`src/rtl/can_signal_extract_scale_macros.svh`:
```
// Assertion macros shared by the signal decode RTL.
`ifndef CAN_SIGNAL_EXTRACT_SCALE_MACROS_SVH
`define CAN_SIGNAL_EXTRACT_SCALE_MACROS_SVH

// Same-cycle implication, checked on clock, quiet during reset.
`define CSX_ASSERT_IMP(name, ante, cons, msg) \
   name: assert property (@(posedge clock) disable iff (reset) (ante) |-> (cons)) \
      else $error(msg);

// Next-cycle implication, checked on clock, quiet during reset.
`define CSX_ASSERT_NXT(name, ante, cons, msg) \
   name: assert property (@(posedge clock) disable iff (reset) (ante) |=> (cons)) \
      else $error(msg);

`endif

```
`src/rtl/csx_pkg.sv`:
```
// Types, constants and helpers for the CAN signal decode pipeline.
`default_nettype none

package csx_pkg;

   localparam int PAYLOAD_BYTES = 8;
   localparam int PAYLOAD_BITS  = 64;
   localparam logic [6:0] LEN_MAX = 7'd64;

   // bytes at or past PAYLOAD_BYTES read as zero
   localparam logic [PAYLOAD_BITS-1:0] PAYLOAD_MASK =
      {PAYLOAD_BITS{1'b1}} >> (PAYLOAD_BITS - 8 * PAYLOAD_BYTES);

   localparam logic [63:0] PHYS_MAX = {1'b0, {63{1'b1}}};
   localparam logic [63:0] PHYS_MIN = {1'b1, {63{1'b0}}};

   // stage 1 result: raw field plus what the later stages need
   typedef struct packed {
      logic [63:0] raw;
      logic [6:0]  len;
      logic        sgn;
      logic [31:0] scale;
      logic [31:0] offset;
   } csx_field_type;

   // sign/magnitude operands for the multiplier
   typedef struct packed {
      logic [63:0] raw;
      logic [63:0] amag;
      logic        aneg;
      logic [31:0] bmag;
      logic        bneg;
      logic [31:0] offset;
   } csx_mag_type;

   // unsigned 64x32 product and its sign
   typedef struct packed {
      logic [63:0] raw;
      logic [95:0] prod;
      logic        pneg;
      logic [31:0] offset;
   } csx_prod_type;

   // Motorola stream: bit m of the walk (byte m/8, bit 7-m%8) lands at bit 63-m
   function automatic logic [63:0] csx_moto_stream(input logic [63:0] pay);
      logic [63:0] s;
      for (int m = 0; m < 64; m++) begin
         s[m ^ 63] = pay[m ^ 7];
      end
      return s;
   endfunction

endpackage

`default_nettype wire

```
`src/rtl/csx_sat.sv`:
```
// Sign apply, offset add and saturation to 64 bits; holds the output register.
`default_nettype none

module csx_sat
   import csx_pkg::*;
(
   input  wire logic   clock,
   input  wire logic   reset,
   input  wire logic   in_valid,
   output logic        in_ready,
   input  wire csx_prod_type in_data,
   output logic        out_valid,
   input  wire logic   out_ready,
   output logic [63:0] out_raw,
   output logic [63:0] out_phys,
   output logic        out_sat
);

   logic        s5_v_ff, s6_v_ff;
   logic        s5_ce, s6_ce;
   logic [96:0] sum_in, sum_ff;
   logic [63:0] raw5_ff;
   logic [96:0] pv;
   logic        fits;
   logic [63:0] phys_in, phys_ff, raw6_ff;
   logic        sat_in, sat_ff;

   assign s6_ce    = !s6_v_ff || out_ready;
   assign s5_ce    = !s5_v_ff || s6_ce;
   assign in_ready = s5_ce;

   // exact signed sum, 97 bits cannot overflow
   always_comb begin
      pv     = {1'b0, in_data.prod} ^ {97{in_data.pneg}};
      sum_in = pv + {96'd0, in_data.pneg}
               + {{65{in_data.offset[31]}}, in_data.offset};
   end

   always_comb begin
      fits    = (sum_ff[96:63] == '0) || (sum_ff[96:63] == '1);
      sat_in  = !fits;
      phys_in = fits ? sum_ff[63:0] : (sum_ff[96] ? PHYS_MIN : PHYS_MAX);
   end

   always_ff @(posedge clock) begin
      if (reset) begin
         s5_v_ff <= 1'b0;
         s6_v_ff <= 1'b0;
      end else begin
         if (s5_ce) s5_v_ff <= in_valid;
         if (s6_ce) s6_v_ff <= s5_v_ff;
      end
   end

   always_ff @(posedge clock) begin
      if (s5_ce) begin
         sum_ff  <= sum_in;
         raw5_ff <= in_data.raw;
      end
      if (s6_ce) begin
         phys_ff <= phys_in;
         sat_ff  <= sat_in;
         raw6_ff <= raw5_ff;
      end
   end

   assign out_valid = s6_v_ff;
   assign out_raw   = raw6_ff;
   assign out_phys  = phys_ff;
   assign out_sat   = sat_ff;

endmodule

`default_nettype wire

```
`config.mk`:
```
export PLATFORM = sky130hd
export DESIGN_NAME = csx_sat
export DESIGN_NICKNAME = d
export VERILOG_FILES = /design/src/rtl/can_signal_extract_scale_macros.svh /design/src/rtl/csx_pkg.sv /design/src/rtl/csx_sat.sv
export SDC_FILE = /design/constraint.sdc
export NUM_CORES = 1
export LEC_CHECK = 0
export BUFFER_PORTS_ARGS = -buffer_cell sky130_fd_sc_hd__buf_2
export CAP_MARGIN = 20
export CORE_AREA = 2 2 207 209
export DETAILED_ROUTE_END_ITERATION = 6
export DIE_AREA = 0 0 209 211
export GPL_TIMING_DRIVEN = 0
export HOLD_SLACK_MARGIN = 0.02
export PLACE_DENSITY = 0.62
export SLEW_MARGIN = 25
export SYNTH_ARGS = -nofsm -noshare
export SYNTH_HDL_FRONTEND = slang
export SYNTH_SLANG_ARGS = --single-unit
```
`constraint.sdc`:
```
create_clock -name clock -period 6.3 [get_ports clock]
set_input_delay 0.315 -clock clock [delete_from_list [all_inputs] [get_ports clock]]
set_output_delay 0.315 -clock clock [all_outputs]
set_load 0.02 [all_outputs]
```
==> qor.yml <==
root_buffer: "clkbuf_16"
finalHoldViolCount: 0
tns_ns: 0
drtIter0Drc: 927
seq_area_sq_um: 8750
dp.cells: 2306
nFillCells: 3775
period_share_pct: 81.1
cp-end-kind: "register"
cap_violations: 0
peakVddDrop_uv: 172
wl_per_cell_microns: 19.3
finClkSkew_ns: 0.0150
cts.repair.resized: 0
grt_max_degree: 104
drt_wl_total_microns: 46900
place.gp.congestion: 0.907
die_x_microns: 209
p_comb_share_pct: 28.6
leakage_nw: 8.76
drt_pre_antenna_iters: 5
syn_avg_cell_area_sq_um: 11.5
die_y_microns: 211
synth-async-reset-ratio_pct: 0
ctsHtreeMaxLevel: 1
insertion_delay_ns: 0.57
hold_class: "in -> reg"
core-area_sq_um: 41800
multi_input_area_sq_um: 7400
finalCriticalPeriod_ns: 5.11
tightest_slew_ns: 1.04
grt-ovfl-total: 0
p_per_area_nw_per_um2: 303
synth.distinct_cells: 75
antenna_found_initial: 4
slew_headroom_pct: 31.0
ant_nets: 0
synth-edff-count: 290
start_util_pct: 39.6
power.total_mw: 6.25
status: "complete, no violations"
cts_tree: "yes"
p_sw_mw: 1.97
cts_buffers: 31
yosysSeqAreaShare_pct: 52.9
instances_no_fill: 2428
dp_hpwl_microns: 36200
dpl_cell_area_sq_um: 19000
holdWs_ns: 0.144
grt_pass1_vias: 12700
design_area_sq_um: 20600
clk_pin_slew_ns: 0.06
clock_path_buffers: 3
yosys_most_used_dff: "edfxtp_1"
io_pins: 328
drive_above_1_share_pct: 22.1
die-area_sq_um: 44100
grt_pass1_wl_microns: 71000
final_common_cell: "buf_2"
synthToLayoutAreaGrowth_pct: 24.6
grt_use_total_pct: 20.7
cp.arrival_ns: 5.43
setup_viol: 0
ys_warn_count: 0
crit_type: "in -> reg"
final_nets: 2165
syn_inst: 1435
rsz0062_at_grt: "no"
drc: 0
layout_common_cells: "buf_2, edfxtp_1, xor2_1"
vias: 13000
clock_sinks: 292
p_sw_share_pct: 31.5
clkPwrFrac_pct: 27.3
fmax_mhz: 196
synth_area_sq_um: 16500
syn_nets: 1734
port_buffers: 326
cp.required_ns: 6.62
row_count: 75
drv_slew: 0
viasPerCell: 5.33
p_seq_share_pct: 44.1
ys_ff_latch: 292
start_kind: "primary input"
crit_fanout: 10
p_int_mw: 4.28
[cell type report]
type                       instances  area share [%]
timing repair buffer             398            11.8
sequential                       292            42.4
multi-input combinational       1039            35.9
clock inverter                    19           0.777
antenna                            2          0.0243
clock buffer                      35            3.83
tap                              539            3.27
inverter                          36           0.692
buffer                            68            1.32
[layer usage]
metal	track usage, %	share of wire [%]	vias up
li1	-	-	6277
met1	27.5	44	6124
met2	35.6	47	476
met3	3.26	7.0	67
met4	5.00	2.1	6
met5	0	0.079	-
[synth_stat cells, types with 36 or more instances]
cell type,number,area (sq um)
edfxtp_1,290,8710
xor2_1,133,1160
a21oi_1,129,646
a21o_1,104,781
ha_1,101,1260
nand2_1,94,353
nor2_1,70,263
o21ai_0,63,315
clkbuf_1,56,210
xnor2_1,54,473
nand4_1,53,332
inv_1,36,135
[critical path, cell delays in order]
cell and delay [ns]:
buf_2 0.18, clkbuf_1 0.74, clkbuf_1 0.79, xor2_1 0.33, ha_1 0.50, nand4_1 0.17
o31a_1 0.31, o21ai_1 0.13, o21ai_1 0.18, and3_1 0.25, o21ai_2 0.34, a31oi_2 0.24
o31ai_1 0.55, a31oi_1 0.22, xnor2_1 0.16
[cell families after synthesis]
| logic type | synth area share (%) |
|---|---|
| AOI/OAI and AO/OA | 17.4 |
| and+or+nand+nor | 9.60 |
| DFF | 52.9 |
| xor gates and xnor gates | 9.90 |
| buffers and inverters | 2.46 |
| adders and majority gates | 7.76 |
| muxes | 0.0605 |
[per-stage QoR]
stage | setup WS, ns | utilization [%]
2_1_floorplan | 1.49 | -
3_3_place_gp | -0.107 | 45.1
3_5_place_dp | 0.609 | 45.5
4_1_cts | 1.19 | 49.4
5_1_grt | 0.934 | 49.4
6_report | 1.19 | 49.4
[sequential cells by signal (all words and copies together) (netlist names)]
signal / cells
out_phys: 64
out_raw: 64
out_sat: 1
out_valid: 1
raw5_ff: 64
s5_v_ff: 1
sum_ff: 97
[power by group through the flow]
| stage | combinational (mW) | sequential [mW] | clock [mW] |
|---|---|---|---|
| final | 1.79 | 2.75 | 1.71 |
| after global routing | 1.95 | 2.79 | 1.82 |
| after CTS | 1.79 | 2.75 | 1.76 |
| after detailed placement | 1.74 | 2.79 | 0 |
| after floorplan | 0.985 | 2.96 | 0 |
| after global placement | 1.72 | 2.79 | 0 |
[repair_timing]
action,4_1_cts,5_1_grt
hold buffers,66,0
endpoints found under the hold margin,66,0
setup buffers,0,0
setup endpoints to repair,0,0
[final timing paths]
| check | from | endpoint | slack [ns] | cells after the start |
|---|---|---|---|---|
| hold / removal | in_data[0] | sum_ff[0] | 0.14 | 2 |
| setup reg to reg | sum_ff[65] | out_phys[13] | 3.07 | 7 |
| hold reg to reg | raw5_ff[36] | out_raw[36] | 0.41 | 0 |
| setup / recovery | in_data[32] | sum_ff[96] | 1.19 | 15 |
(Power assumes the default switching activity.)
