<file path="src/rtl/can_signal_extract_scale_macros.svh">
// Assertion macros shared by the signal decode RTL.
`ifndef CAN_SIGNAL_EXTRACT_SCALE_MACROS_SVH
`define CAN_SIGNAL_EXTRACT_SCALE_MACROS_SVH

// Same-cycle implication, checked on clock, quiet during reset.
`define CSX_ASSERT_IMP(name, ante, cons, msg) \
   name: assert property (@(posedge clock) disable iff (reset) (ante) |-> (cons)) \
      else $error(msg);

// Next-cycle implication, checked on clock, quiet during reset.
`define CSX_ASSERT_NXT(name, ante, cons, msg) \
   name: assert property (@(posedge clock) disable iff (reset) (ante) |=> (cons)) \
      else $error(msg);

`endif

</file>
<file path="src/rtl/csx_pkg.sv">
// Types, constants and helpers for the CAN signal decode pipeline.
`default_nettype none

package csx_pkg;

   localparam int PAYLOAD_BYTES = 8;
   localparam int PAYLOAD_BITS  = 64;
   localparam logic [6:0] LEN_MAX = 7'd64;

   // bytes at or past PAYLOAD_BYTES read as zero
   localparam logic [PAYLOAD_BITS-1:0] PAYLOAD_MASK =
      {PAYLOAD_BITS{1'b1}} >> (PAYLOAD_BITS - 8 * PAYLOAD_BYTES);

   localparam logic [63:0] PHYS_MAX = {1'b0, {63{1'b1}}};
   localparam logic [63:0] PHYS_MIN = {1'b1, {63{1'b0}}};

   // stage 1 result: raw field plus what the later stages need
   typedef struct packed {
      logic [63:0] raw;
      logic [6:0]  len;
      logic        sgn;
      logic [31:0] scale;
      logic [31:0] offset;
   } csx_field_type;

   // sign/magnitude operands for the multiplier
   typedef struct packed {
      logic [63:0] raw;
      logic [63:0] amag;
      logic        aneg;
      logic [31:0] bmag;
      logic        bneg;
      logic [31:0] offset;
   } csx_mag_type;

   // unsigned 64x32 product and its sign
   typedef struct packed {
      logic [63:0] raw;
      logic [95:0] prod;
      logic        pneg;
      logic [31:0] offset;
   } csx_prod_type;

   // Motorola stream: bit m of the walk (byte m/8, bit 7-m%8) lands at bit 63-m
   function automatic logic [63:0] csx_moto_stream(input logic [63:0] pay);
      logic [63:0] s;
      for (int m = 0; m < 64; m++) begin
         s[m ^ 63] = pay[m ^ 7];
      end
      return s;
   endfunction

endpackage

`default_nettype wire

</file>
<file path="src/rtl/csx_extract.sv">
// Field extraction and sign/magnitude conversion: two pipeline stages.
`default_nettype none

`include "can_signal_extract_scale_macros.svh"

module csx_extract
   import csx_pkg::*;
(
   input  wire logic        clock,
   input  wire logic        reset,
   input  wire logic        in_valid,
   output logic             in_ready,
   input  wire logic [63:0] in_payload,
   input  wire logic [5:0]  in_start_pos,
   input  wire logic [6:0]  in_sig_len,
   input  wire logic        in_intel_order,
   input  wire logic        in_is_signed,
   input  wire logic [31:0] in_scale_q,
   input  wire logic [31:0] in_offset_q,
   output logic             out_valid,
   input  wire logic        out_ready,
   output csx_mag_type      out_data
);

   logic          s1_v_ff, s2_v_ff;
   logic          s1_ce, s2_ce;
   csx_field_type s1_ff, s1_in;
   csx_mag_type   s2_ff, s2_in;

   logic [63:0] pay;
   logic [63:0] intel_f, moto_f;
   logic [5:0]  moto_pos;
   logic [6:0]  len_c;
   logic [6:0]  len_m1;
   logic [63:0] val;
   logic        ext;

   assign s2_ce    = !s2_v_ff || out_ready;
   assign s1_ce    = !s1_v_ff || s2_ce;
   assign in_ready = s1_ce;

   // stage 1: gather the raw field
   always_comb begin
      len_c    = (in_sig_len > LEN_MAX) ? LEN_MAX : in_sig_len;
      pay      = in_payload & PAYLOAD_MASK;
      intel_f  = (pay >> in_start_pos) & ~({64{1'b1}} << len_c);
      moto_pos = {in_start_pos[5:3], ~in_start_pos[2:0]};
      moto_f   = (csx_moto_stream(pay) << moto_pos) >> (LEN_MAX - len_c);
      s1_in.raw    = in_intel_order ? intel_f : moto_f;
      s1_in.len    = len_c;
      s1_in.sgn    = in_is_signed;
      s1_in.scale  = in_scale_q;
      s1_in.offset = in_offset_q;
   end

   // stage 2: sign extension, magnitudes
   always_comb begin
      len_m1 = s1_ff.len - 7'd1;
      ext    = s1_ff.sgn && (s1_ff.len != 7'd0) && (s1_ff.len != LEN_MAX)
               && s1_ff.raw[len_m1[5:0]];
      val    = ext ? (s1_ff.raw | ({64{1'b1}} << s1_ff.len)) : s1_ff.raw;
      s2_in.raw    = s1_ff.raw;
      s2_in.aneg   = s1_ff.sgn && (s1_ff.len != 7'd0) && val[63];
      s2_in.amag   = s2_in.aneg ? (~val + 64'd1) : val;
      s2_in.bneg   = s1_ff.scale[31];
      s2_in.bmag   = s2_in.bneg ? (~s1_ff.scale + 32'd1) : s1_ff.scale;
      s2_in.offset = s1_ff.offset;
   end

   always_ff @(posedge clock) begin
      if (reset) begin
         s1_v_ff <= 1'b0;
         s2_v_ff <= 1'b0;
      end else begin
         if (s1_ce) s1_v_ff <= in_valid;
         if (s2_ce) s2_v_ff <= s1_v_ff;
      end
   end

   always_ff @(posedge clock) begin
      if (s1_ce) s1_ff <= s1_in;
      if (s2_ce) s2_ff <= s2_in;
   end

   assign out_valid = s2_v_ff;
   assign out_data  = s2_ff;

   `CSX_ASSERT_IMP(a_raw_fits_len, s1_v_ff,
      (s1_ff.raw & ({64{1'b1}} << s1_ff.len)) == 64'd0, "raw field wider than its length")

endmodule

`default_nettype wire

</file>
<file path="config.mk">
export PLATFORM = sky130hd
export DESIGN_NAME = csx_extract
export DESIGN_NICKNAME = d
export VERILOG_FILES = /design/src/rtl/csx_pkg.sv /design/src/rtl/csx_extract.sv
export VERILOG_INCLUDE_DIRS = /design/src /design/src/rtl
export SDC_FILE = /design/constraint.sdc
export NUM_CORES = 1
export LEC_CHECK = 0
export BUFFER_PORTS_ARGS = -buffer_cell sky130_fd_sc_hd__buf_2
export CELL_PAD_IN_SITES_DETAIL_PLACEMENT = 1
export CELL_PAD_IN_SITES_GLOBAL_PLACEMENT = 2
export CORE_MARGIN = 2
export CORE_UTILIZATION = 34
export CTS_CLUSTER_DIAMETER = 50
export CTS_CLUSTER_SIZE = 8
export DETAILED_ROUTE_END_ITERATION = 6
export PLACE_DENSITY_LB_ADDON = 0.12
export SYNTH_ARGS = -nofsm -noshare
export SYNTH_HDL_FRONTEND = slang
export SYNTH_SLANG_ARGS = --single-unit
</file>
<file path="constraint.sdc">
create_clock -name clock -period 6.28 [get_ports clock]
set_clock_uncertainty 0.2 [all_clocks]
set_input_delay 0.628 -clock clock [delete_from_list [all_inputs] [get_ports clock]]
set_output_delay 0.628 -clock clock [all_outputs]
set_load 0.01 [all_outputs]
</file>
==> metrics <==
Max Transition Viols Final=0; Post-Route WL=151000 um; outcome=finished clean; cell-by-cell trace of the critical path=inv_2 -> ha_1 -> inv_1 -> ha_1 -> buf_4 -> mux4_2 -> mux2i_1 -> o221ai_1 -> a2bb2oi_1 -> nand2_1 -> nor2_1 -> buf_4 -> a21oi_1 -> ha_1 -> nor2b_1 -> nand2_1 -> or4_4 -> a2111o_1 -> nor3_1 -> a41oi_1 -> xnor2_1; leakage power total=12.5 nW; CTS tree=done; setup slack, reg-to-reg=0.45 ns; Antenna Nets Post-Route=0; initial antenna violation count=3; Worst path slowest cell=nor3_1; detailed placement HPWL=120000 um; multi-input logic area=0.0161 sq mm; largest net degree at the start of global routing=157; reg2reg start=s1_ff[65]; post-route cell area=0.0321 sq mm; share of layout cells above drive strength 1=25.0%; Max Fclk=171 MHz; fin crit period=5.83 ns; worst hold path class=input port to register; Final Util=40.6%; crit path max fanout=13; largest family of logic cells by synthesized area=compound AO/OA/AOI/OAI gates; Critical Path AT=5.95 ns; DR vias=28000; cell repeated most along the worst path=ha_1; Synth Area in Compound Gates=22.1%; Worst Tran Pin Value=1.29 ns; cell taking the most area after synthesis=edfxtp_1; WP data required=6.39 ns; Area Overhead vs Synth=18.5%; YS warnings=0; Synth Cell Area=0.0271 sq mm; I/O pin count=343; dpl cell area=0.0306 sq mm; Critical Path End Type=register; fin nets=3365; DIE HEIGHT=286 um; mux cell area share after synthesis=17.5%; global placement routability congestion=1.00; Synth area leaders=edfxtp_1 37%, mux4_2 7.8%, mux2i_1 6.1%, nor2_1 4.0%, nand2_1 3.9%; CTS Buffer Depth=3; Reg clk slew, reported paths=0.05 ns; period utilization=92.9%; peak per-stage delay on the critical path=0.63 ns; Setup Viol. Count Final=0; Synth Area per Inst=9.46 sq um; Routed WL per cell=35.4 um; Initial Util=34.3%; Worst VDD drop=0.188 mV; CTS root buffer=clkbuf_16; sequential fraction of the synthesis area=36.7%; H-Tree Level Count=2; clock sinks=332; Post-Synth Simple-Gate Area=16.1%; Fin. Hold Viols=0; total global routing overflow=0; GRT Util Overall=35.8%; Fillers=9120; XOR/XNOR share of the synthesized area=3.04%; Synth top area share=36.6%; Pre-antenna DRT Iters=6; syn_nets=3022; cell depth of the worst flop-to-flop path=21; P per Cell Area=272 mW/mm^2; crit path from=s1_ff[65]; post-synthesis cell count=2863; max_slew headroom=11.9%; RSZ-0062 raised after global routing=false; power after layout=0.00874 W; reg2reg end=out_data[110]; vias per inst=6.56; post-route DRC violation count=0; CP Capture Point=out_data[110]; insertion delay to the later sink of the worst-skew pair=0.57 ns; Die W=286 um; critical path type=register to register; FF+latch count, synth=332; # Max-Cap Violations=0; vias in the first global route=28400; Die ar.=0.0820 sq mm; asr flop ratio synth=0%; EDFF count, synth=330; register area=0.00995 sq mm; Setup TNS=0 ns; first-pass GRT wire length=213000 um; IO buf count=342; CTS Buf Count=50; Rows=103; DR iter-0 viols=2423; Core ar.=0.0790 sq mm; Post-synth top flop=edfxtp_1; number of distinct library cells after synthesis=88; Worst setup SP type=register; Synth Area in Adders=0.554%
[metal layers]
metal | vias up | routed length (um) | track usage (%)
met5 | - | 23 | 0
met4 | 4 | 12100 | 24.6
met3 | 473 | 8630 | 4.00
met2 | 1503 | 73800 | 61.7
met1 | 14200 | 56900 | 41.9
li1 | 11900 | - | -
[how the worst min path moves through the flow]
stage                     from      endpoint  slack [ns]  depth (start not counted)
2_1_floorplan         s1_ff[0]   out_data[0]        0.20                          0
3_3_place_gp          s1_ff[6]   out_data[6]        0.20                          0
3_5_place_dp         s1_ff[31]  out_data[31]        0.21                          0
4_1_cts        in_offset_q[16]     s1_ff[16]     0.00009                          1
5_1_grt          in_scale_q[4]     s1_ff[36]       0.008                          1
6_report        in_scale_q[10]     s1_ff[42]        0.03                          1
[cell families after synthesis]
kind of cell / count (synthesis)
DFF: 332
AOI/OAI and AO/OA: 882
buffers and inverters: 260
muxes: 344
and+or+nand+nor: 939
adders and majority gates: 12
xor gates and xnor gates: 94
[worst max-delay path, delay by kind of cell (launching register included)]
kind,cells,cell delay (ns)
adder cells (fa/ha/maj),3,0.79
buffers and inverters,4,0.67
XOR/XNOR,1,0.18
AND/OR/NAND/NOR,6,1.69
AO/OA/AOI/OAI,5,1.16
flip-flops,1,0.39
multiplexers,2,0.46
[stage by stage]
stage	std cells	setup WS [ns]	hold slack [ns]
floorplan	2863	0.117	0.200
global placement	4190	0.579	0.200
detailed placement	4190	0.389	0.206
CTS	4271	0.366	0.0000931
global route	4272	0.0750	0.00839
finish	4273	0.449	0.0295
[cells in the mapped netlist (all sizes together) (25+ instances only)]
master,number
edfxtp,330
nor2,289
nand2,284
o21ai,178
a21oi,175
mux2i,166
clkbuf,157
mux4,94
mux2,84
xnor2,79
buf,73
nor3,70
o22ai,66
nand3,57
a31oi,52
o211ai,41
a211oi,40
a22oi,36
nand2b,35
a221oi,30
and2,29
inv,29
nor4,29
or3,26
o221ai,25
[state kept, by name, summed over array words and instances, names as in the netlist]
| register | cells |
|---|---|
| out_data | 194 |
| out_valid | 1 |
| s1_ff | 136 |
| s1_v_ff | 1 |
[repair_timing]
item,4_1_cts,5_1_grt
hold endpoints to repair,14,0
setup endpoints to repair,0,5
hold buffers,13,0
gates resized for setup,0,2
buffers inserted,0,1
[report_power, final]
| group | internal, W | switching [W] | total, W | leakage, nW |
|---|---|---|---|---|
| Sequential | 0.00282 | 0.000254 | 0.00308 | 3.69 |
| Combinational | 0.00113 | 0.00215 | 0.00328 | 8.14 |
| Clock | 0.00146 | 0.000921 | 0.00238 | 0.677 |
| Total | 0.00541 | 0.00333 | 0.00874 | 12.5 |
[placed cells by master (no fill, tap or decap), drive strengths merged, types with 25 or more instances in the layout]
| cell type | count |
|---|---|
| buf | 508 |
| edfxtp | 330 |
| nor2 | 289 |
| nand2 | 284 |
| o21ai | 178 |
| a21oi | 175 |
| mux2i | 166 |
| mux4 | 94 |
| mux2 | 84 |
| xnor2 | 79 |
| nor3 | 70 |
| o22ai | 66 |
| clkbuf | 60 |
| nand3 | 57 |
| a31oi | 52 |
| o211ai | 41 |
| a211oi | 40 |
| a22oi | 36 |
| nand2b | 35 |
| a221oi | 30 |
| nor4 | 29 |
| and2 | 29 |
| inv | 29 |
| or3 | 26 |
| o221ai | 25 |
[final cells by class]
type,count,area share [%]
Timing Repair Buffer,521,9.95
Sequential cell,332,31.0
Tap cell,1050,4.09
Clock buffer,60,4.11
Inverter,30,0.378
Antenna cell,1,0.00779
Clock inverter,8,0.210
Multi-Input combinational cell,2271,50.3
Power figures use the tool's default switching activity.
